File: src/rtl/advert_payload_parser_defines.svh
// ----------------------------------------------------------------------------
// Advertisement payload parser: assertion macros
// Shared property wrappers, clocked on i_clk and disabled while in reset.
// ----------------------------------------------------------------------------
`ifndef ADVERT_PAYLOAD_PARSER_DEFINES_SVH
`define ADVERT_PAYLOAD_PARSER_DEFINES_SVH

// Same-cycle implication
`define ADVP_ASSERT_IMP(lbl, ante, cons, msg) \
    lbl: assert property (@(posedge i_clk) disable iff (!i_rst_n) (ante) |-> (cons)) \
        else $error(msg);

// Next-cycle implication
`define ADVP_ASSERT_NXT(lbl, ante, cons, msg) \
    lbl: assert property (@(posedge i_clk) disable iff (!i_rst_n) (ante) |=> (cons)) \
        else $error(msg);

`endif

File: src/rtl/advp_pkg.sv
`timescale 1ns / 1ps
// ----------------------------------------------------------------------------
// Advertisement payload parser package
// Result and configuration types, layout offsets, codes and defaults.
// ----------------------------------------------------------------------------
package advp_pkg;

    // Result kinds
    localparam logic [1:0] KIND_KEY    = 2'd0;
    localparam logic [1:0] KIND_BLOOM  = 2'd1;
    localparam logic [1:0] KIND_NAME   = 2'd2;
    localparam logic [1:0] KIND_STATUS = 2'd3;

    // Configuration register indexes
    localparam logic [1:0] CFG_ADVERT_TYPE = 2'd0;
    localparam logic [1:0] CFG_EXT_VERSION = 2'd1;
    localparam logic [1:0] CFG_BLOOM_WANT  = 2'd2;
    localparam logic [1:0] CFG_NAME_BUF    = 2'd3;

    // Payload layout
    localparam logic [7:0] KEY_LEN      = 8'd32;
    localparam logic [7:0] TIME_END     = 8'd36;
    localparam logic [7:0] FLAGS_OFFSET = 8'd100;
    localparam logic [7:0] MIN_LEN      = 8'd101;
    localparam logic [7:0] BLOOM_LEN    = 8'd32;
    localparam logic [7:0] POS_SKIP     = 8'd8;
    localparam logic [7:0] FEAT_SKIP    = 8'd2;
    localparam logic [7:0] PRINT_LO     = 8'd32;
    localparam logic [7:0] PRINT_HI     = 8'd126;

    // Flag bit positions
    localparam int FLAG_POSITION = 4;
    localparam int FLAG_BLOOM    = 5;
    localparam int FLAG_FEATURE  = 6;
    localparam int FLAG_NAME     = 7;

    // Defaults
    localparam int unsigned NAME_CAP_DEF = 32;
    localparam logic [3:0] RST_ADVERT_TYPE = 4'd4;
    localparam logic [1:0] RST_EXT_VERSION = 2'd1;
    localparam logic       RST_BLOOM_WANT  = 1'b1;
    localparam logic [7:0] RST_NAME_BUF    = 8'd33;

    typedef struct packed {
        logic [3:0] advert_type_code;
        logic [1:0] extended_version_code;
        logic       bloom_wanted;
        logic [7:0] name_buffer_size;
    } t_cfg;

    typedef struct packed {
        logic [1:0]  kind;
        logic [7:0]  data;
        logic [7:0]  index;
        logic [31:0] timestamp;
        logic        status;
        logic        bloom_present;
        logic [7:0]  name_length;
        logic        last;
    } t_result;

endpackage

File: src/rtl/advp_parse.sv
`timescale 1ns / 1ps
// ----------------------------------------------------------------------------
// Advertisement payload parser: byte decoder
// Holds the per-packet state and turns each accepted byte into up to two
// results (a data byte and the final status).
// ----------------------------------------------------------------------------
module advp_parse #(
    parameter int unsigned NAME_CAP = advp_pkg::NAME_CAP_DEF
) (
    input  logic                i_clk,
    input  logic                i_rst_n,
    input  logic                i_accept,
    input  advp_pkg::t_cfg      i_cfg,
    input  logic [7:0]          i_data_byte,
    input  logic                i_first,
    input  logic [7:0]          i_pkt_len,
    input  logic [3:0]          i_pkt_type,
    input  logic [1:0]          i_version,
    output logic [1:0]          o_push_cnt,
    output advp_pkg::t_result   o_item0,
    output advp_pkg::t_result   o_item1
);
    import advp_pkg::*;

    localparam logic [7:0] CAP = 8'(NAME_CAP);

    logic [7:0]  r_pos, r_flags, r_bstart, r_nstart, r_nwr;
    logic [31:0] r_time;
    logic        r_err, r_bem;
    logic [7:0]  n_pos, n_flags, n_bstart, n_nstart, n_nwr;
    logic [31:0] n_time;
    logic        n_err, n_bem;

    logic [7:0]  w_p, w_bs, w_ns, w_lim, w_room, w_rel, w_bend;
    logic        w_bad, w_has, w_end, w_hit, w_serr;
    logic [8:0]  w_bfit;
    t_result     w_dat, w_sts;

    // Decode one byte against the packet state
    always_comb begin
        // restart on a first byte
        n_pos    = i_first ? '0 : r_pos;
        n_flags  = i_first ? '0 : r_flags;
        n_bstart = i_first ? '0 : r_bstart;
        n_nstart = i_first ? '0 : r_nstart;
        n_nwr    = i_first ? '0 : r_nwr;
        n_time   = i_first ? '0 : r_time;
        n_err    = i_first ? 1'b0 : r_err;
        n_bem    = i_first ? 1'b0 : r_bem;
        w_p      = n_pos;

        w_bad  = (i_pkt_type != i_cfg.advert_type_code) || (i_pkt_len < MIN_LEN);
        w_bs   = FLAGS_OFFSET + 8'd1 + (i_data_byte[FLAG_POSITION] ? POS_SKIP : 8'd0);
        w_has  = i_data_byte[FLAG_BLOOM] && (i_version == i_cfg.extended_version_code);
        w_bfit = {1'b0, w_bs} + {1'b0, BLOOM_LEN};
        w_bend = n_bstart + BLOOM_LEN;

        // name length limit: raw length clamped to capacity and buffer room
        w_ns   = n_nstart;
        w_lim  = (i_pkt_len > w_ns) ? (i_pkt_len - w_ns) : 8'd0;
        w_room = (i_cfg.name_buffer_size != 8'd0) ? (i_cfg.name_buffer_size - 8'd1) : 8'd0;
        if (w_lim > CAP)    w_lim = CAP;
        if (w_lim > w_room) w_lim = w_room;
        w_rel  = w_p - w_ns;

        w_hit = 1'b0;
        w_dat = '0;

        if (!w_bad && !n_err) begin
            if (w_p < KEY_LEN) begin
                w_hit      = 1'b1;
                w_dat.kind = KIND_KEY;
                w_dat.data = i_data_byte;
                w_dat.index = w_p;
            end else if (w_p < TIME_END) begin
                case (w_p[1:0])
                    2'd0:    n_time[7:0]   = n_time[7:0]   | i_data_byte;
                    2'd1:    n_time[15:8]  = n_time[15:8]  | i_data_byte;
                    2'd2:    n_time[23:16] = n_time[23:16] | i_data_byte;
                    default: n_time[31:24] = n_time[31:24] | i_data_byte;
                endcase
            end else if (w_p == FLAGS_OFFSET) begin
                n_flags = i_data_byte;
                if (w_has && i_cfg.bloom_wanted) begin
                    if (w_bfit > {1'b0, i_pkt_len}) n_err = 1'b1;
                    else                            n_bem = 1'b1;
                end
                n_bstart = w_bs;
                n_nstart = w_bs + (w_has ? BLOOM_LEN : 8'd0)
                         + (i_data_byte[FLAG_FEATURE] ? FEAT_SKIP : 8'd0);
            end else if (w_p > FLAGS_OFFSET) begin
                if (n_bem && w_p >= n_bstart && w_p < w_bend) begin
                    w_hit       = 1'b1;
                    w_dat.kind  = KIND_BLOOM;
                    w_dat.data  = i_data_byte;
                    w_dat.index = w_p - n_bstart;
                end else if (n_flags[FLAG_NAME] && w_p >= w_ns) begin
                    if (w_rel < w_lim && i_data_byte >= PRINT_LO
                        && i_data_byte <= PRINT_HI) begin
                        w_hit       = 1'b1;
                        w_dat.kind  = KIND_NAME;
                        w_dat.data  = i_data_byte;
                        w_dat.index = n_nwr;
                        n_nwr       = n_nwr + 8'd1;
                    end
                end
            end
        end

        // final status on the last byte of the packet
        w_end  = ({1'b0, w_p} + 9'd1) >= {1'b0, i_pkt_len};
        w_serr = w_bad || n_err;
        w_sts  = '0;
        w_sts.kind          = KIND_STATUS;
        w_sts.timestamp     = w_bad ? 32'd0 : n_time;
        w_sts.status        = w_serr;
        w_sts.bloom_present = !w_serr && n_bem;
        w_sts.name_length   = w_serr ? 8'd0 : n_nwr;
        w_sts.last          = 1'b1;

        if (w_end) begin
            n_pos    = '0;
            n_flags  = '0;
            n_bstart = '0;
            n_nstart = '0;
            n_nwr    = '0;
            n_time   = '0;
            n_err    = 1'b0;
            n_bem    = 1'b0;
        end else begin
            n_pos = w_p + 8'd1;
        end
    end

    // Pack results, data item ahead of status
    always_comb begin
        o_item0 = w_hit ? w_dat : w_sts;
        o_item1 = w_sts;
        if (!i_accept) o_push_cnt = 2'd0;
        else           o_push_cnt = {1'b0, w_hit} + {1'b0, w_end};
    end

    // Hold packet state, advance on each accepted byte
    always_ff @(posedge i_clk) begin
        if (!i_rst_n) begin
            r_pos    <= '0;
            r_flags  <= '0;
            r_bstart <= '0;
            r_nstart <= '0;
            r_nwr    <= '0;
            r_time   <= '0;
            r_err    <= 1'b0;
            r_bem    <= 1'b0;
        end else if (i_accept) begin
            r_pos    <= n_pos;
            r_flags  <= n_flags;
            r_bstart <= n_bstart;
            r_nstart <= n_nstart;
            r_nwr    <= n_nwr;
            r_time   <= n_time;
            r_err    <= n_err;
            r_bem    <= n_bem;
        end
    end

endmodule

File: src/rtl/advp_queue.sv
`timescale 1ns / 1ps
// ----------------------------------------------------------------------------
// Advertisement payload parser: result queue
// Four-entry result buffer taking up to two results per cycle and handing
// out one while ready is high; signals room while at least two entries are free.
// ----------------------------------------------------------------------------
module advp_queue (
    input  logic              i_clk,
    input  logic              i_rst_n,
    input  logic [1:0]        i_push_cnt,
    input  advp_pkg::t_result i_item0,
    input  advp_pkg::t_result i_item1,
    output logic              o_room,
    output logic              o_valid,
    input  logic              i_ready,
    output advp_pkg::t_result o_item
);
    import advp_pkg::*;

    localparam int DEPTH = 4;

    t_result    r_mem [DEPTH];
    logic [1:0] r_head, r_tail;
    logic [2:0] r_count;
    logic [1:0] n_head, n_tail;
    logic [2:0] n_count;
    logic       w_pop;

    assign w_pop   = o_valid && i_ready;
    assign o_valid = (r_count != 3'd0);
    assign o_room  = (r_count <= 3'd2);
    assign o_item  = r_mem[r_head];

    // Advance pointers and fill count
    always_comb begin
        n_head  = r_head + {1'b0, w_pop};
        n_tail  = r_tail + i_push_cnt;
        n_count = r_count + {1'b0, i_push_cnt} - {2'b0, w_pop};
    end

    always_ff @(posedge i_clk) begin
        if (!i_rst_n) begin
            r_head  <= '0;
            r_tail  <= '0;
            r_count <= '0;
        end else begin
            r_head  <= n_head;
            r_tail  <= n_tail;
            r_count <= n_count;
        end
    end

    // Store incoming results
    always_ff @(posedge i_clk) begin
        if (i_push_cnt != 2'd0) r_mem[r_tail] <= i_item0;
        if (i_push_cnt == 2'd2) r_mem[r_tail + 2'd1] <= i_item1;
    end

`include "advert_payload_parser_defines.svh"

    `ADVP_ASSERT_IMP(a_count_bound, 1'b1, r_count <= 3'(DEPTH), "queue count over depth")
    `ADVP_ASSERT_IMP(a_push_room, i_push_cnt != 2'd0, r_count <= 3'd2, "push without room")
    `ADVP_ASSERT_NXT(a_pop_only, w_pop && i_push_cnt == 2'd0, r_count == $past(r_count) - 3'd1, "pop miscounted")
    `ADVP_ASSERT_IMP(a_ptr_gap, 1'b1, r_tail == r_head + r_count[1:0], "pointers disagree with count")

endmodule

File: src/rtl/advert_payload_parser.sv
`timescale 1ns / 1ps
// Results: an accepted byte's results are registered in the result queue and offered from it in order.
// Throughput: one payload byte per cycle, set by the four-entry result queue;
// a byte that ends a packet can queue a data result and the status together,
// and ready drops only while fewer than two queue entries are free.
// Reset: synchronous, active low; clears packet state and the result queue,
// and returns the configuration registers to their defaults.
// ----------------------------------------------------------------------------
// Advertisement payload parser
// Decodes advertisement payload bytes into key, bloom and name results and
// a final status per packet.
// ----------------------------------------------------------------------------
module advert_payload_parser #(
    parameter int unsigned NAME_CAP = advp_pkg::NAME_CAP_DEF
) (
    input  logic        i_clk,
    input  logic        i_rst_n,
    // configuration writes
    input  logic        i_cfg_valid,
    output logic        o_cfg_ready,
    input  logic [1:0]  i_cfg_index,
    input  logic [7:0]  i_cfg_data,
    // byte requests
    input  logic        i_valid,
    output logic        o_ready,
    input  logic [7:0]  i_data_byte,
    input  logic        i_first,
    input  logic [7:0]  i_pkt_len,
    input  logic [3:0]  i_pkt_type,
    input  logic [1:0]  i_version,
    // result requests
    output logic        o_valid,
    input  logic        i_ready,
    output logic [1:0]  o_kind,
    output logic [7:0]  o_data,
    output logic [7:0]  o_index,
    output logic [31:0] o_timestamp,
    output logic        o_status,
    output logic        o_bloom_present,
    output logic [7:0]  o_name_length,
    output logic        o_last
);
    import advp_pkg::*;

    t_cfg       r_cfg;
    logic       w_accept, w_room;
    logic [1:0] w_push_cnt;
    t_result    w_item0, w_item1, w_out;

    assign o_cfg_ready = 1'b1;
    assign o_ready     = w_room;
    assign w_accept    = i_valid && w_room;

    // Hold configuration registers
    always_ff @(posedge i_clk) begin
        if (!i_rst_n) begin
            r_cfg.advert_type_code      <= RST_ADVERT_TYPE;
            r_cfg.extended_version_code <= RST_EXT_VERSION;
            r_cfg.bloom_wanted          <= RST_BLOOM_WANT;
            r_cfg.name_buffer_size      <= RST_NAME_BUF;
        end else if (i_cfg_valid) begin
            case (i_cfg_index)
                CFG_ADVERT_TYPE: r_cfg.advert_type_code      <= i_cfg_data[3:0];
                CFG_EXT_VERSION: r_cfg.extended_version_code <= i_cfg_data[1:0];
                CFG_BLOOM_WANT:  r_cfg.bloom_wanted          <= i_cfg_data[0];
                CFG_NAME_BUF:    r_cfg.name_buffer_size      <= i_cfg_data;
                default: ;
            endcase
        end
    end

    advp_parse #(
        .NAME_CAP (NAME_CAP)
    ) u_parse (
        .i_clk          (i_clk),
        .i_rst_n        (i_rst_n),
        .i_accept       (w_accept),
        .i_cfg          (r_cfg),
        .i_data_byte    (i_data_byte),
        .i_first        (i_first),
        .i_pkt_len      (i_pkt_len),
        .i_pkt_type     (i_pkt_type),
        .i_version      (i_version),
        .o_push_cnt     (w_push_cnt),
        .o_item0        (w_item0),
        .o_item1        (w_item1)
    );

    advp_queue u_queue (
        .i_clk      (i_clk),
        .i_rst_n    (i_rst_n),
        .i_push_cnt (w_push_cnt),
        .i_item0    (w_item0),
        .i_item1    (w_item1),
        .o_room     (w_room),
        .o_valid    (o_valid),
        .i_ready    (i_ready),
        .o_item     (w_out)
    );

    // Drive result fields
    assign o_kind          = w_out.kind;
    assign o_data          = w_out.data;
    assign o_index         = w_out.index;
    assign o_timestamp     = w_out.timestamp;
    assign o_status        = w_out.status;
    assign o_bloom_present = w_out.bloom_present;
    assign o_name_length   = w_out.name_length;
    assign o_last          = w_out.last;

endmodule

File: config.mk
export PLATFORM = sky130hd
export DESIGN_NAME = advert_payload_parser
export DESIGN_NICKNAME = d
export VERILOG_FILES = /design/src/rtl/advp_pkg.sv /design/src/rtl/advp_parse.sv /design/src/rtl/advp_queue.sv /design/src/rtl/advert_payload_parser.sv
export VERILOG_INCLUDE_DIRS = /design/src /design/src/rtl
export SDC_FILE = /design/constraint.sdc
export NUM_CORES = 1
export LEC_CHECK = 0
export ABC_AREA = 1
export BUFFER_PORTS_ARGS = -buffer_cell sky130_fd_sc_hd__buf_4
export CAP_MARGIN = 10
export CORE_MARGIN = 8
export CORE_UTILIZATION = 50
export CTS_BUF_LIST = sky130_fd_sc_hd__clkbuf_16
export DETAILED_ROUTE_END_ITERATION = 8
export PLACE_DENSITY_LB_ADDON = 0.2
export SYNTH_ARGS = -nofsm -noshare
export SYNTH_HDL_FRONTEND = slang
export SYNTH_SLANG_ARGS = --single-unit
File: constraint.sdc
create_clock -name i_clk -period 13.2 [get_ports i_clk]
set_clock_uncertainty 0.1 [all_clocks]
set_input_delay 2.64 -clock i_clk [delete_from_list [all_inputs] [get_ports i_clk]]
set_output_delay 2.64 -clock i_clk [all_outputs]
set_load 0.02 [all_outputs]
# Word level (Yosys, flattened, before mapping)
# Memories as Yosys holds them, arrays and structs flattened. A register that Yosys moved wholly into a read port is not among the register bits.
# Index checks and enable logic that the tools add are counted.
# word_totals
reg_bits	96
ram_bits	244
input_bits	38
output_inout_bits	64
n_memories	1
# mem_list
name	depth	word_bits	read_ports	rd_clocked_by_memory_dff	wr	line_no	source
u_queue.r_mem	4	61	1	1	2	advp_queue.sv:22	t_result r_mem [DEPTH];
# classes
addsub	18
n_lt_le_gt_ge	16
eq_ne	9
n_mux	87
n_bitwise	4
n_reduce_logical	26
# ops
op	n
2-to-1 mux 8 bit	39
2-to-1 mux 32 bit	6
2-to-1 mux 18 bit	8
2-to-1 mux 61 bit	1
bitwise OR 8 bit	4
2-to-1 mux 1 bit	28
subtractor 8 bit	3
adder 8 x 1 -> 8 bit, second input constant	2
adder 8 bit	2
greater-or-equal comparator 8 bit	2
> comparator 8 bit	2
less-than comparator 8 x 6 -> 1 bit, second input constant	2
less-than comparator 8 bit	2
logical AND 1 bit	11
adder 8 x 1 -> 9 bit, second input constant	1
adder 8 x 6 -> 9 bit, second input constant	1
greater-or-equal comparator 9 x 8 -> 1 bit	1
> comparator 9 x 8 -> 1 bit	1
adder 7 x 8 -> 8 bit, first input constant	1
adder 8 x 6 -> 8 bit, second input constant	1
== test 2 bit, second input constant	4
== test 8 x 7 -> 1 bit, second input constant	1
greater-or-equal comparator 8 x 6 -> 1 bit, second input constant	1
> comparator 8 x 6 -> 1 bit, second input constant	1
other kinds (25)	35

# Depth between registers and ports, before layout
# Gate-level depths: netlist of run 1.
# logic_depth
word_depth	23
mapped_depth	54

# Cells and area by module
# Synthesis of run 1 repeated with hierarchy kept, for this count alone.
# hier_totals
hier_cells	2464
hier_area_um2	19613.8
# by_module_without_submodules
mod	n_inst	cells_per_inst	area_per_inst_um2
advp_queue	1	1258	12164.2
advp_parse	1	1112	6802.8
advert_payload_parser	1	94	646.9

# Worst setup path before layout of run 1
# No wires, ideal clock.
# synth_path
path_kind	input to register
startpoint	input port i_first
endpoint	memory u_queue.r_mem[3][46] (netlist bit)
setup_time_ns	0.114
arrival_time_ns	9.943
required_time_ns	12.986
setup_slack_ns	3.043
cell_stages	52
n_path_buf	4
cell_sequence	inv_1 > buf_2 > buf_1 > nand2_1 > inv_1 > ha_1 > fa_1 > inv_1 > nand2_1 > nand2_1 > nand3_1 > nand2_2 > nand2_4 > inv_1 > o21ai_0 > a21oi_1 > nor4_1 > a31oi_1 > [16 not listed] > nand3_1 > nand2_1 > nand2_1 > nand2_4 > nand2_4 > inv_4 > buf_6 > ha_1 > inv_1 > nor2_1 > nor2_1 > nor3_1 > inv_1 > nand2_1 > inv_1 > buf_2 > nand2_1 > nand2_1
# synth_rtl
element	line_no	source
start, declared	advert_payload_parser.sv:27	input logic i_first,
end, declared	advp_queue.sv:22	

==> results by group, run 1 <==
Timing
  • Total negative setup slack: 0 ns
  • Fmax: 90.8 MHz
  • Final hold violation count: 0
  • Period utilization: 0.834
  • Slew @ Worst Pin: 1.17 ns
  • Hold WS: 0.347 ns
  • Setup Viol. Count Final: 0
  • Final min period: 11.01 ns
  • RSZ-0062 raised after global routing: false
  • Final Worst Setup Slack: 2.19 ns
  • Slew Limit Fails: 0
  • Max-slew headroom: 0.217

Logic synthesis
  • Register area share after synthesis: 0.482
  • Main combinational cell family by area after synthesis: simple AND/OR/NAND/NOR gates
  • Post-synthesis mux area share: 0
  • Post-Synth XOR/XNOR Area: 0.0106
  • Post-synthesis cell type count: 58
  • Yosys warns: 0
  • Compound-Gate Fraction of Synth Area: 0.136
  • Post-synth EDFFs: 168
  • Synth async-reset ratio: 0
  • Synth Flop Type: edfxtp_1
  • Post-Syn Area per Cell: 8.01 um^2
  • Adder-cell area share of the yosys netlist: 0.0531
  • Synth Register Bits: 333
  • Cells after synthesis: 2160
  • Post-Synth Simple-Gate Area: 0.246
  • Synthesized area: 0.0173 mm^2

Floorplan
  • Core Area: 0.0343 mm^2
  • Die width: 202 um
  • Row count: 68
  • Die height: 202 um
  • Starting Density: 0.505
  • Die area: 0.0408 mm^2
  • IO Pins: 102

Worst setup path
  • CP max FO: 52
  • CP required: 13.29 ns
  • FF-to-FF setup slack: 4.74 ns
  • Worst Reg-to-Reg Cells: 45
  • Crit Path Category: in2reg
  • Critical Path Start Type: primary input
  • Reg2reg end: u_queue.r_mem[0][4]$_DFFE_PP_
  • CP max-delay cell: nor3_2
  • Max incr delay on CP: 0.79 ns
  • Worst R2R Start: u_parse.r_nstart[0]$_SDFFE_PN0P_
  • Most frequent CP cell: nand2_1
  • Data arrival, critical path: 11.10 ns
  • Crit end category: flop

Placed design
  • Setup WS pre-CTS: 1.81 ns
  • Placed insts: 2626
  • Input/output buffers: 100
  • Detailed Place HPWL: 30.7 mm
  • Placed instance area: 0.0182 mm^2
  • Placer Congestion: 0.899

Cells and area
  • Final net count: 2320
  • Commonest non-fill, non-tap cell in the layout: nand2_1
  • Share of layout cells above drive strength 1: 0.100
  • Layout Utilization: 0.568
  • Filler cells: 3152
  • Register area: 0.00835 mm^2
  • Multi-input logic area: 0.00775 mm^2
  • Most frequent cells in the layout: 493 x nand2_1, 383 x nor2_1, 182 x inv_1, 182 x o21ai_0, 168 x edfxtp_1
  • Diodes inserted: 0
  • Synth-to-Final Area Change: 12.5%
  • Non-filler instance count after layout: 2694
  • Fin area: 0.0195 mm^2

Global routing
  • First-pass GRT wire length: 75.9 mm
  • Largest net degree at the start of global routing: 85
  • Vias in the first global route: 14500
  • Initial antenna violation count: 0
  • Total gr overflow: 0
  • GRT Total Usage: 0.227

Routing
  • Vias: 15000
  • DRT met1 WL: 20.3 mm
  • DR vias/cell: 5.57
  • Met2 routed wirelength: 22.7 mm
  • Antenna violation net count after detailed routing: 0
  • WL met3: 3.17 mm
  • DRT Pass-1 Iters: 6
  • Routed len/inst: 17.7 um
  • Initial DRC Count: 1176
  • Highest metal used: met4
  • Routed Wire Length: 47.8 mm
  • DRC: 0

Pwr
  • Design Power: 2.84 mW
  • Lkg Pwr: 8.03 nW
  • VDD IR max: 101 uV
  • Power Dens Cells: 146 mW/mm^2

Clocking
  • Clock Pin Slew Worst Setup and Hold Paths: 0.05 ns
  • Root Buffer: clkbuf_16
  • Post-cts resize count: 0
  • Hold_buf cts: 0
  • CTS sink cnt: 333
  • TritonCTS clock tree: yes
  • CTS buffer count: 38
  • Depth of the CTS H-tree: 2
  • Skew-Pair Late Insertion Delay: 0.53 ns
  • CTS Buffer Depth: 3
  • Post-CTS Setup Bufs: 0

Flow run
  • Max Cap Viol: 0

Hold path
  • Hold Path Origin: u_queue.r_mem[2][53]$_SDFFE_PP0N_
  • Hold path endpoint: u_queue.r_mem[2][53]$_SDFFE_PP0N_
  • Hold Path Depth: 2
  • Hold Path Class: reg2reg

Outcome
  • Result of the run: finished, final reports clean
routing by layer:
metal,vias up,GRT usage
met5,-,0
met4,0,0.0879
met3,101,0.0403
met2,532,0.383
met1,7073,0.285
li1,7297,-
kinds of logic (layout without fill, tap and decap cells):
logic type      after synthesis  after routing
compound gates              415            415
xor+xnor                     21             21
fa+ha+maj                    71             71
buf+inv                     284            362
flops                       333            333
other cells                   2              3
simple gates               1034           1034
worst max-delay path by stage:
stage	start	to	cells after the start
after global routing	i_first	u_queue.r_mem[0][48]$_SDFFE_PP0P_	45
after CTS	i_first	u_queue.r_mem[0][6]$_DFFE_PP_	44
final	i_first	u_queue.r_mem[0][4]$_DFFE_PP_	44
after detailed placement	i_first	u_queue.r_mem[0][5]$_DFFE_PP_	44
after global placement	i_first	u_queue.r_mem[0][9]$_DFFE_PP_	44
after floorplan	i_first	u_queue.r_mem[3][46]$_SDFFE_PP0N_	52
sequential cells by signal, summed over array words and instances, names as in the netlist:
| signal | flops |
|---|---|
| u_parse.r_pos | 8 |
| u_parse.r_err | 1 |
| u_parse.r_flags | 1 |
| u_queue.r_count | 3 |
| r_cfg | 15 |
| u_parse.r_time | 32 |
| u_queue.r_head | 2 |
| u_parse.r_bem | 1 |
| u_parse.r_nstart | 8 |
| u_parse.r_nwr | 8 |
| u_queue.r_mem | 244 |
| u_queue.r_tail | 2 |
| u_parse.r_bstart | 8 |
critical path: cells and delay by family:
kind / cells / cell delay [ns]
buffers and inverters: 11 / 2.24
AND/OR/NAND/NOR: 23 / 4.05
adder cells (fa/ha/maj): 4 / 1.33
AO/OA/AOI/OAI: 6 / 0.78
synthesized netlist by cell type, drive strengths merged (2+ instances only):
| master | number | area, um^2 |
|---|---|---|
| nand2 | 511 | 2000 |
| nor2 | 392 | 1500 |
| o21ai | 183 | 916 |
| inv | 178 | 671 |
| edfxtp | 168 | 5040 |
| dfxtp | 165 | 3300 |
| a21oi | 96 | 484 |
| clkbuf | 68 | 259 |
| ha | 67 | 838 |
| nand3 | 66 | 355 |
| o22ai | 62 | 388 |
| buf | 38 | 303 |
| o31ai | 31 | 233 |
| nand4 | 27 | 181 |
| a22oi | 19 | 143 |
| nor3 | 18 | 95.1 |
| xor2 | 15 | 131 |
| or2 | 13 | 81.3 |
| xnor2 | 6 | 52.6 |
| nor4 | 5 | 31.3 |
| o211ai | 5 | 37.5 |
| o21bai | 5 | 41.3 |
| fa | 4 | 80.1 |
| a21boi | 3 | 26.3 |
| conb | 2 | 7.51 |
| nand3b | 2 | 15.0 |
| o2111ai | 2 | 17.5 |
final cells by class:
class | instances | area share
Clock buffer | 39 | 0.0501
Tap cell | 455 | 0.0292
Timing Repair Buffer | 116 | 0.0447
Inverter | 178 | 0.0345
Clock inverter | 29 | 0.0142
Sequential cell | 333 | 0.429
Multi-Input combinational cell | 1544 | 0.398
power by group:
group	switching [mW]	leakage, nW	internal [mW]	total (mW)
registers	0.0341	2.92	1.10	1.13
clock network	0.421	0.651	0.636	1.06
logic	0.443	4.46	0.209	0.651
Note: power is estimated with default switching activity, not from simulation.
==> run 2, diff against run 1 <==
ABC_AREA = 0   (was 1)
clock period = 10.3 ns   (was 13.2 ns; I/O delays follow)
==> run 2 against run 1 <==
  * Total power grew 11%
  * Critical path depth shrank 15
  * Worst setup slack worse by 1.0 ns
  * Sequential share of layout area rose by 0.66 points
  * Core utilization is 0.56 points higher
  * Synthesized cell count decreased by 26%
  * Global-route usage fell by 0.85 points
  * Cell count fell by 21%
  * Critical endpoint unchanged
  * Largest power group unchanged
==> results by group, run 2 <==
Outcome
  • Result of the run: finished, final reports clean (unchanged)

Routing
  • DRC: 0 (unchanged)
  • WL met3: 2.51 mm (was 3.17 mm)
  • Initial DRC Count: 802 (was 1176)
  • DRT met1 WL: 19.8 mm (was 20.3 mm)
  • Highest metal used: met4 (unchanged)
  • DR vias/cell: 5.79 (was 5.57)
  • Vias: 12400 (was 15000)
  • Routed Wire Length: 44.7 mm (was 47.8 mm)
  • Met2 routed wirelength: 21.3 mm (was 22.7 mm)
  • Antenna violation net count after detailed routing: 0 (unchanged)
  • DRT Pass-1 Iters: 5 (was 6)
  • Routed len/inst: 20.9 um (was 17.7 um)

Floorplan
  • Die width: 200 um (was 202 um)
  • Core Area: 0.0334 mm^2 (was 0.0343 mm^2)
  • Die area: 0.0400 mm^2 (was 0.0408 mm^2)
  • Starting Density: 0.507 (was 0.505)
  • Die height: 200 um (was 202 um)
  • Row count: 67 (was 68)
  • IO Pins: 102 (unchanged)

Flow run
  • Max Cap Viol: 0 (unchanged)

Clocking
  • Skew-Pair Late Insertion Delay: 0.52 ns (was 0.53 ns)
  • CTS Buffer Depth: 3 (unchanged)
  • TritonCTS clock tree: yes (unchanged)
  • CTS buffer count: 35 (was 38)
  • CTS sink cnt: 333 (unchanged)
  • Clock Pin Slew Worst Setup and Hold Paths: 0.06 ns (was 0.05 ns)
  • Post-CTS Setup Bufs: 0 (unchanged)
  • Post-cts resize count: 0 (unchanged)
  • Root Buffer: clkbuf_16 (unchanged)
  • Hold_buf cts: 0 (unchanged)
  • Depth of the CTS H-tree: 2 (unchanged)

Logic synthesis
  • Post-Syn Area per Cell: 10.6 um^2 (was 8.01 um^2)
  • Register area share after synthesis: 0.493 (was 0.482)
  • Synth area leaders: edfxtp_1 30%, dfxtp_1 19%, mux4_2 8.1% (was edfxtp_1 29%, dfxtp_1 19%, nand2_1 11%)
  • Synth Register Bits: 333 (unchanged)
  • Adder-cell area share of the yosys netlist: 0.0542 (was 0.0531)
  • Main combinational cell family by area after synthesis: simple AND/OR/NAND/NOR gates (unchanged)
  • Top cells by count, synth: 203 x nor2_1, 168 x edfxtp_1, 165 x dfxtp_1 (was 496 x nand2_1, 384 x nor2_1, 182 x o21ai_0)
  • Post-Synth XOR/XNOR Area: 0.0181 (was 0.0106)
  • Synth async-reset ratio: 0 (unchanged)
  • Yosys warns: 0 (unchanged)
  • Most common cell in the netlist: nor2_1 (was nand2_1)
  • Synth Flop Type: edfxtp_1 (unchanged)
  • Post-synthesis cell type count: 84 (was 58)
  • Post-synthesis mux area share: 0.0889 (was 0)
  • Cells after synthesis: 1594 (was 2160)
  • Area leader, netlist: edfxtp_1 (unchanged)
  • Post-Synth Simple-Gate Area: 0.193 (was 0.246)
  • Compound-Gate Fraction of Synth Area: 0.120 (was 0.136)
  • Synthesized area: 0.0169 mm^2 (was 0.0173 mm^2)
  • Synth top area share: 0.298 (was 0.291)
  • Post-synth EDFFs: 168 (unchanged)

Cells and area
  • Most flops, register: u_queue.r_mem (unchanged)
  • Filler cells: 2837 (was 3152)
  • Synth-to-Final Area Change: 13.2% (was 12.5%)
  • Largest register FFs: 244 (unchanged)
  • Diodes inserted: 0 (unchanged)
  • Top flop regs: u_queue.r_mem (244), u_parse.r_time (32), r_cfg (15) (unchanged)
  • Share of layout cells above drive strength 1: 0.181 (was 0.100)
  • Commonest non-fill, non-tap cell in the layout: nor2_1 (was nand2_1)
  • Most frequent cells in the layout: 203 x nor2_1, 168 x edfxtp_1, 163 x dfxtp_1, 121 x buf_4, 109 x nor2b_1 (was 493 x nand2_1, 383 x nor2_1, 182 x inv_1, 182 x o21ai_0, 168 x edfxtp_1)
  • Final net count: 1769 (was 2320)

Worst setup path
  • Critical Path Start Type: primary input (unchanged)
  • CP max FO: 38 (was 52)
  • Crit end category: flop (unchanged)
  • Crit Path Category: in2reg (unchanged)
  • Data arrival, critical path: 9.29 ns (was 11.10 ns)
  • Max incr delay on CP: 0.54 ns (was 0.79 ns)
  • CP required: 10.45 ns (was 13.29 ns)
  • CP max-delay cell: a32oi_2 (was nor3_2)

Pwr
  • P_sw: 0.859 mW (was 0.897 mW)
  • Share of power burned in registers: 0.458 (was 0.399)
  • Pint: 2.30 mW (was 1.94 mW)
  • Clock group share of total power: 0.376 (was 0.372)
  • Sw frac: 0.272 (was 0.316)
  • Design Power: 3.16 mW (was 2.84 mW)
  • VDD IR max: 107 uV (was 101 uV)
  • Comb power frac: 0.166 (was 0.229)
  • Lkg Pwr: 6.48 nW (was 8.03 nW)
  • Power Dens Cells: 165 mW/mm^2 (was 146 mW/mm^2)

Timing
  • Hold WS: 0.344 ns (was 0.347 ns)
  • Total negative setup slack: 0 ns (unchanged)
  • Final min period: 9.14 ns
  • Fmax: 109 MHz
  • Period utilization: 0.887
  • Setup Viol. Count Final: 0 (unchanged)
  • Final hold violation count: 0 (unchanged)
  • Slew @ Worst Pin: 1.16 ns (was 1.17 ns)
  • Slew Limit Fails: 0 (unchanged)
  • Max-slew headroom: 0.226 (was 0.217)
  • RSZ-0062 raised after global routing: false (unchanged)
  • Final Worst Setup Slack: 1.16 ns (was 2.19 ns)

Global routing
  • GRT Total Usage: 0.218 (was 0.227)
  • Initial antenna violation count: 0 (unchanged)
  • Largest net degree at the start of global routing: 91 (was 85)
  • First-pass GRT wire length: 70.8 mm (was 75.9 mm)
  • Total gr overflow: 0 (unchanged)
  • Vias in the first global route: 12400 (was 14500)

Placed design
  • Placer Congestion: 0.892 (was 0.899)
  • Input/output buffers: 100 (unchanged)
  • Setup WS pre-CTS: 0.715 ns (was 1.81 ns)
  • Detailed Place HPWL: 30.1 mm (was 30.7 mm)

Hold path
  • Hold Path Class: reg2reg (unchanged)
==> run 2: cell count changes after synthesis, sizes merged, moves of 27 or more <==
cell	previous run	this run
nand2	511	104
nor2	392	207
inv	178	40
o21ai	183	59
nor2b	0	109
mux4	0	61
o22ai	62	3
a22o	0	33
o31ai	31	1
nand2b	0	27
==> run 2: cell type report <==
class                           count  area, um^2  area share
Multi-Input combinational cell   1126        8080       0.421
Inverter                           40         150     0.00783
Timing Repair Buffer              124         968      0.0505
Sequential cell                   333        8360       0.436
Tap cell                          448         561      0.0292
Clock buffer                       36         901      0.0470
Clock inverter                     28         169     0.00881
==> run 2: through the flow <==
step / cell area [um^2] / util / std cells
detailed placement: 18100 / 0.541 / 2071
global route: 19200 / 0.573 / 2135
finish: 19200 / 0.573 / 2135
global placement: 18100 / 0.541 / 2071
CTS: 19200 / 0.573 / 2135
floorplan: 17000 / - / 1595
==> run 2: final timing paths <==
path	endpoint	depth (start not counted)	slack, ns	startpoint
worst min register to register	u_queue.r_mem[2][0]$_SDFFE_PP1N_	2	0.34	u_queue.r_mem[2][0]$_SDFFE_PP1N_
worst max-delay path	u_queue.r_mem[0][4]$_DFFE_PP_	29	1.16	i_first
worst min-delay path	u_queue.r_mem[2][0]$_SDFFE_PP1N_	2	0.34	u_queue.r_mem[2][0]$_SDFFE_PP1N_
worst max register to register	u_queue.r_mem[0][4]$_DFFE_PP_	28	2.44	u_parse.r_nstart[0]$_SDFFE_PN0P_
==> run 2: cells by family (layout without fill, tap and decap cells) <==
kind of cell	count (synthesis)	in the layout
multiplexers	74	74
buffers and inverters	136	228
XOR/XNOR	35	35
AO/OA/AOI/OAI	295	295
adder cells (fa/ha/maj)	71	71
other	2	3
AND/OR/NAND/NOR	648	648
flip-flops	333	333
==> run 2: per-layer routing <==
layer	global-route usage	vias to the layer above
li1	-	5922
met1	0.293	6020
met2	0.363	360
met3	0.0321	63
met4	0.0598	0
met5	0	-
==> run 2: power groups by stage <==
stage	combinational, mW	clock, mW	sequential (mW)
after floorplan	0.379	0	1.44
after global placement	0.525	0	1.48
after detailed placement	0.528	0	1.48
after CTS	0.530	1.21	1.45
after global routing	0.561	1.26	1.45
final	0.524	1.19	1.45
==> run 2: worst max-delay path: cells and delay by family <==
family	cells	cell delay [ns]
fa+ha+maj	4	1.41
buf+inv	4	0.61
simple gates	10	1.82
compound gates	11	3.34
==> run 3, diff against run 2 <==
REMOVE_ABC_BUFFERS = 1   (was unset)
SYNTH_HIERARCHICAL = 1   (was unset)
==> run 3 against run 2 <==
  * Non-clock buffer count up 9
  * Clock power up 8%
  * Via count up 6.9%
  * Die area up 14%
  * Synthesized area up 15%
  * Total power up 9.4%
  * Critical path depth up 4
  * Sequential share of layout area down 2.0 points
  * Largest cell class is now multi-input combinational cells
==> results by group, run 3 <==
Worst setup path
  • FF-to-FF setup slack: 2.12 ns (was 2.44 ns)
  • CP required: 10.49 ns (was 10.45 ns)
  • CP max-delay cell: buf_4 (was a32oi_2)
  • Reg2reg end: u_queue/r_mem[0][4]$_DFFE_PP_ (was u_queue.r_mem[0][4]$_DFFE_PP_)
  • CP max FO: 39 (was 38)
  • Worst R2R Start: u_parse/r_nstart[0]$_SDFFE_PN0P_ (was u_parse.r_nstart[0]$_SDFFE_PN0P_)
  • Data arrival, critical path: 9.68 ns (was 9.29 ns)
  • Worst Reg-to-Reg Cells: 31 (was 28)
  • Max incr delay on CP: 0.60 ns (was 0.54 ns)
  • Crit Path Category: in2reg (unchanged)
  • Critical Path Start Type: primary input (unchanged)
  • Crit end category: flop (unchanged)

Timing
  • Slew @ Worst Pin: 1.01 ns (was 1.16 ns)
  • Final hold violation count: 0 (unchanged)
  • Final Worst Setup Slack: 0.813 ns (was 1.16 ns)
  • Hold WS: 0.357 ns (was 0.344 ns)
  • Setup Viol. Count Final: 0 (unchanged)
  • Period utilization: 0.921 (was 0.887)
  • Slew Limit Fails: 0 (unchanged)
  • Final min period: 9.49 ns (was 9.14 ns)
  • Fmax: 105 MHz (was 109 MHz)
  • Max-slew headroom: 0.326 (was 0.226)
  • RSZ-0062 raised after global routing: false (unchanged)

Global routing
  • Largest net degree at the start of global routing: 62 (was 91)
  • Total gr overflow: 0 (unchanged)
  • Initial antenna violation count: 0 (unchanged)
  • First-pass GRT wire length: 76.2 mm (was 70.8 mm)
  • Vias in the first global route: 13400 (was 12400)
  • GRT Total Usage: 0.214 (was 0.218)

Cells and area
  • Largest register FFs: 244 (unchanged)
  • Most flops, register: u_queue/r_mem (was u_queue.r_mem)
  • Top flop regs: u_queue/r_mem (244), u_parse/r_time (32), r_cfg (15) (was u_queue.r_mem (244), u_parse.r_time (32), r_cfg (15))
  • Filler cells: 3280 (was 2837)
  • Final net count: 1779 (was 1769)
  • Synth-to-Final Area Change: 12.3% (was 13.2%)
  • Commonest non-fill, non-tap cell in the layout: mux2_2 (was nor2_1)
  • Diodes inserted: 0 (unchanged)
  • Share of layout cells above drive strength 1: 0.317 (was 0.181)
  • Layout Utilization: 0.568 (was 0.573)
  • Most frequent cells in the layout: 245 x mux2_2, 244 x edfxtp_1, 132 x nor2_1, 128 x buf_4 (was 203 x nor2_1, 168 x edfxtp_1, 163 x dfxtp_1, 121 x buf_4, 109 x nor2b_1)

Floorplan
  • Starting Density: 0.506 (was 0.507)
  • Row count: 72 (was 67)
  • Die width: 214 um (was 200 um)
  • Core Area: 0.0386 mm^2 (was 0.0334 mm^2)
  • Die area: 0.0456 mm^2 (was 0.0400 mm^2)
  • Die height: 214 um (was 200 um)
  • IO Pins: 102 (unchanged)

Logic synthesis
  • Synth Register Bits: 333 (unchanged)
  • Most common cell in the netlist: mux2_2 (was nor2_1)
  • Synth async-reset ratio: 0 (unchanged)
  • Post-synthesis cell type count: 94 (was 84)
  • Yosys warns: 6 (was 0)
  • Area leader, netlist: edfxtp_1 (unchanged)
  • Synth top area share: 0.375 (was 0.298)
  • Register area share after synthesis: 0.467 (was 0.493)
  • Synth area leaders: edfxtp_1 38%, mux2_2 14%, dfxtp_1 9.1% (was edfxtp_1 30%, dfxtp_1 19%, mux4_2 8.1%)
  • Synth Flop Type: edfxtp_1 (unchanged)
  • Top cells by count, synth: 245 x mux2_2, 244 x edfxtp_1, 133 x nor2_1 (was 203 x nor2_1, 168 x edfxtp_1, 165 x dfxtp_1)
  • Post-Syn Area per Cell: 12.2 um^2 (was 10.6 um^2)
  • Cells after synthesis: 1599 (was 1594)
  • Post-synth EDFFs: 244 (was 168)
  • Synthesized area: 0.0195 mm^2 (was 0.0169 mm^2)

Routing
  • DRT Pass-1 Iters: 6 (was 5)
  • Vias: 13200 (was 12400)
  • DR vias/cell: 5.96 (was 5.79)
  • Initial DRC Count: 904 (was 802)
  • Routed len/inst: 22.2 um (was 20.9 um)
  • Routed Wire Length: 49.3 mm (was 44.7 mm)
  • Antenna violation net count after detailed routing: 0 (unchanged)
  • DRC: 0 (unchanged)

Clocking
  • Post-cts resize count: 0 (unchanged)
  • Hold_buf cts: 0 (unchanged)
  • TritonCTS clock tree: yes (unchanged)
  • CTS sink cnt: 333 (unchanged)
  • CTS buffer count: 38 (was 35)
  • Skew-Pair Late Insertion Delay: 0.54 ns (was 0.52 ns)
  • Root Buffer: clkbuf_16 (unchanged)
  • Depth of the CTS H-tree: 2 (unchanged)
  • Clock Pin Slew Worst Setup and Hold Paths: 0.06 ns (about the same)
  • CTS Buffer Depth: 3 (unchanged)
  • Post-CTS Setup Bufs: 0 (unchanged)

Pwr
  • Lkg Pwr: 8.17 nW (was 6.48 nW)
  • Design Power: 3.46 mW (was 3.16 mW)
  • VDD IR max: 98.4 uV (was 107 uV)
  • Power Dens Cells: 158 mW/mm^2 (was 165 mW/mm^2)

Hold path
  • Hold Path Class: reg2reg (unchanged)
  • Hold path endpoint: u_parse/r_bstart[6]$_SDFFE_PN0P_ (was u_queue.r_mem[2][0]$_SDFFE_PP1N_)
  • Hold Path Depth: 2 (unchanged)
  • Hold Path Origin: u_parse/r_bstart[6]$_SDFFE_PN0P_ (was u_queue.r_mem[2][0]$_SDFFE_PP1N_)

Placed design
  • Input/output buffers: 100 (unchanged)
  • Detailed Place HPWL: 31.5 mm (was 30.1 mm)
  • Setup WS pre-CTS: 0.342 ns (was 0.715 ns)
  • Placer Congestion: 0.905 (was 0.892)

Flow run
  • Max Cap Viol: 0 (unchanged)

Outcome
  • Result of the run: finished, final reports clean (unchanged)
-- run 3: cell count changes in the layout (fill, tap and decap cells not counted), sizes merged, moves of 25 or more --
cell,change
a22o,-33
nor2,-72
dfxtp,-76
or2,-29
and2,+25
mux2,+243
nor2b,-83
o21ai,-40
edfxtp,+76
-- run 3: routing by layer --
metal  part of all wire  global-route usage  routed length (um)  vias to the layer above
met2               0.48               0.358               23500                      417
met5                  0                   0                   0                        -
met3              0.061              0.0392                3020                       85
li1                   -                   -                   -                     6169
met1               0.44               0.284               21700                     6553
met4              0.023              0.0603                1110                        0
-- run 3: power breakdown --
group	internal (mW)	switching, mW	total (mW)
Combinational	0.326	0.381	0.707
Sequential	1.44	0.0320	1.47
Clock	0.742	0.538	1.28
Total	2.50	0.952	3.46
-- run 3: cell families after synthesis --
group,Yosys count,synth area share
simple gates,456,0.124
flops,333,0.467
mux,328,0.223
compound gates,219,0.0833
buf+inv,159,0.0415
fa+ha+maj,69,0.0458
xor+xnor,32,0.0158
other cells,3,0.000577
-- run 3: worst max path at each step --
stage,cells after the start,end,startpoint
final,33,u_queue/r_mem[0][4]$_DFFE_PP_,i_first
after global routing,33,u_queue/r_mem[0][4]$_DFFE_PP_,i_first
after CTS,33,u_queue/r_mem[0][59]$_DFFE_PP_,i_first
after detailed placement,33,u_queue/r_mem[0][1]$_DFFE_PP_,i_first
after global placement,33,u_queue/r_mem[0][4]$_DFFE_PP_,i_first
after floorplan,29,u_queue/r_mem[2][0]$_DFFE_PP_,i_first
-- run 3: cell type report --
| type | count | area [um^2] | share of cell area |
|---|---|---|---|
| multi-input cells | 1126 | 9750 | 0.445 |
| flip-flops and latches | 333 | 9110 | 0.416 |
| repair buffers | 133 | 1060 | 0.0484 |
| clock buffers | 41 | 1030 | 0.0468 |
| well taps | 518 | 648 | 0.0296 |
| clock inverters | 29 | 160 | 0.00731 |
| inverters | 40 | 153 | 0.00697 |
-- run 3: through the flow --
step	instance area, um^2	TNS [ns]	instances
after detailed placement	20700	0	2148
after global routing	21900	0	2220
final	21900	0	2220
after CTS	21900	0	2218
after global placement	20700	0	2148
after floorplan	18900	-1483.98	1499
-- run 3: worst max-delay path: cells and delay by family --
family | cells | cell delay (ns)
AND/OR/NAND/NOR | 12 | 2.35
AO/OA/AOI/OAI | 10 | 2.29
buffers and inverters | 6 | 1.34
adder cells (fa/ha/maj) | 4 | 1.17
multiplexers | 1 | 0.41
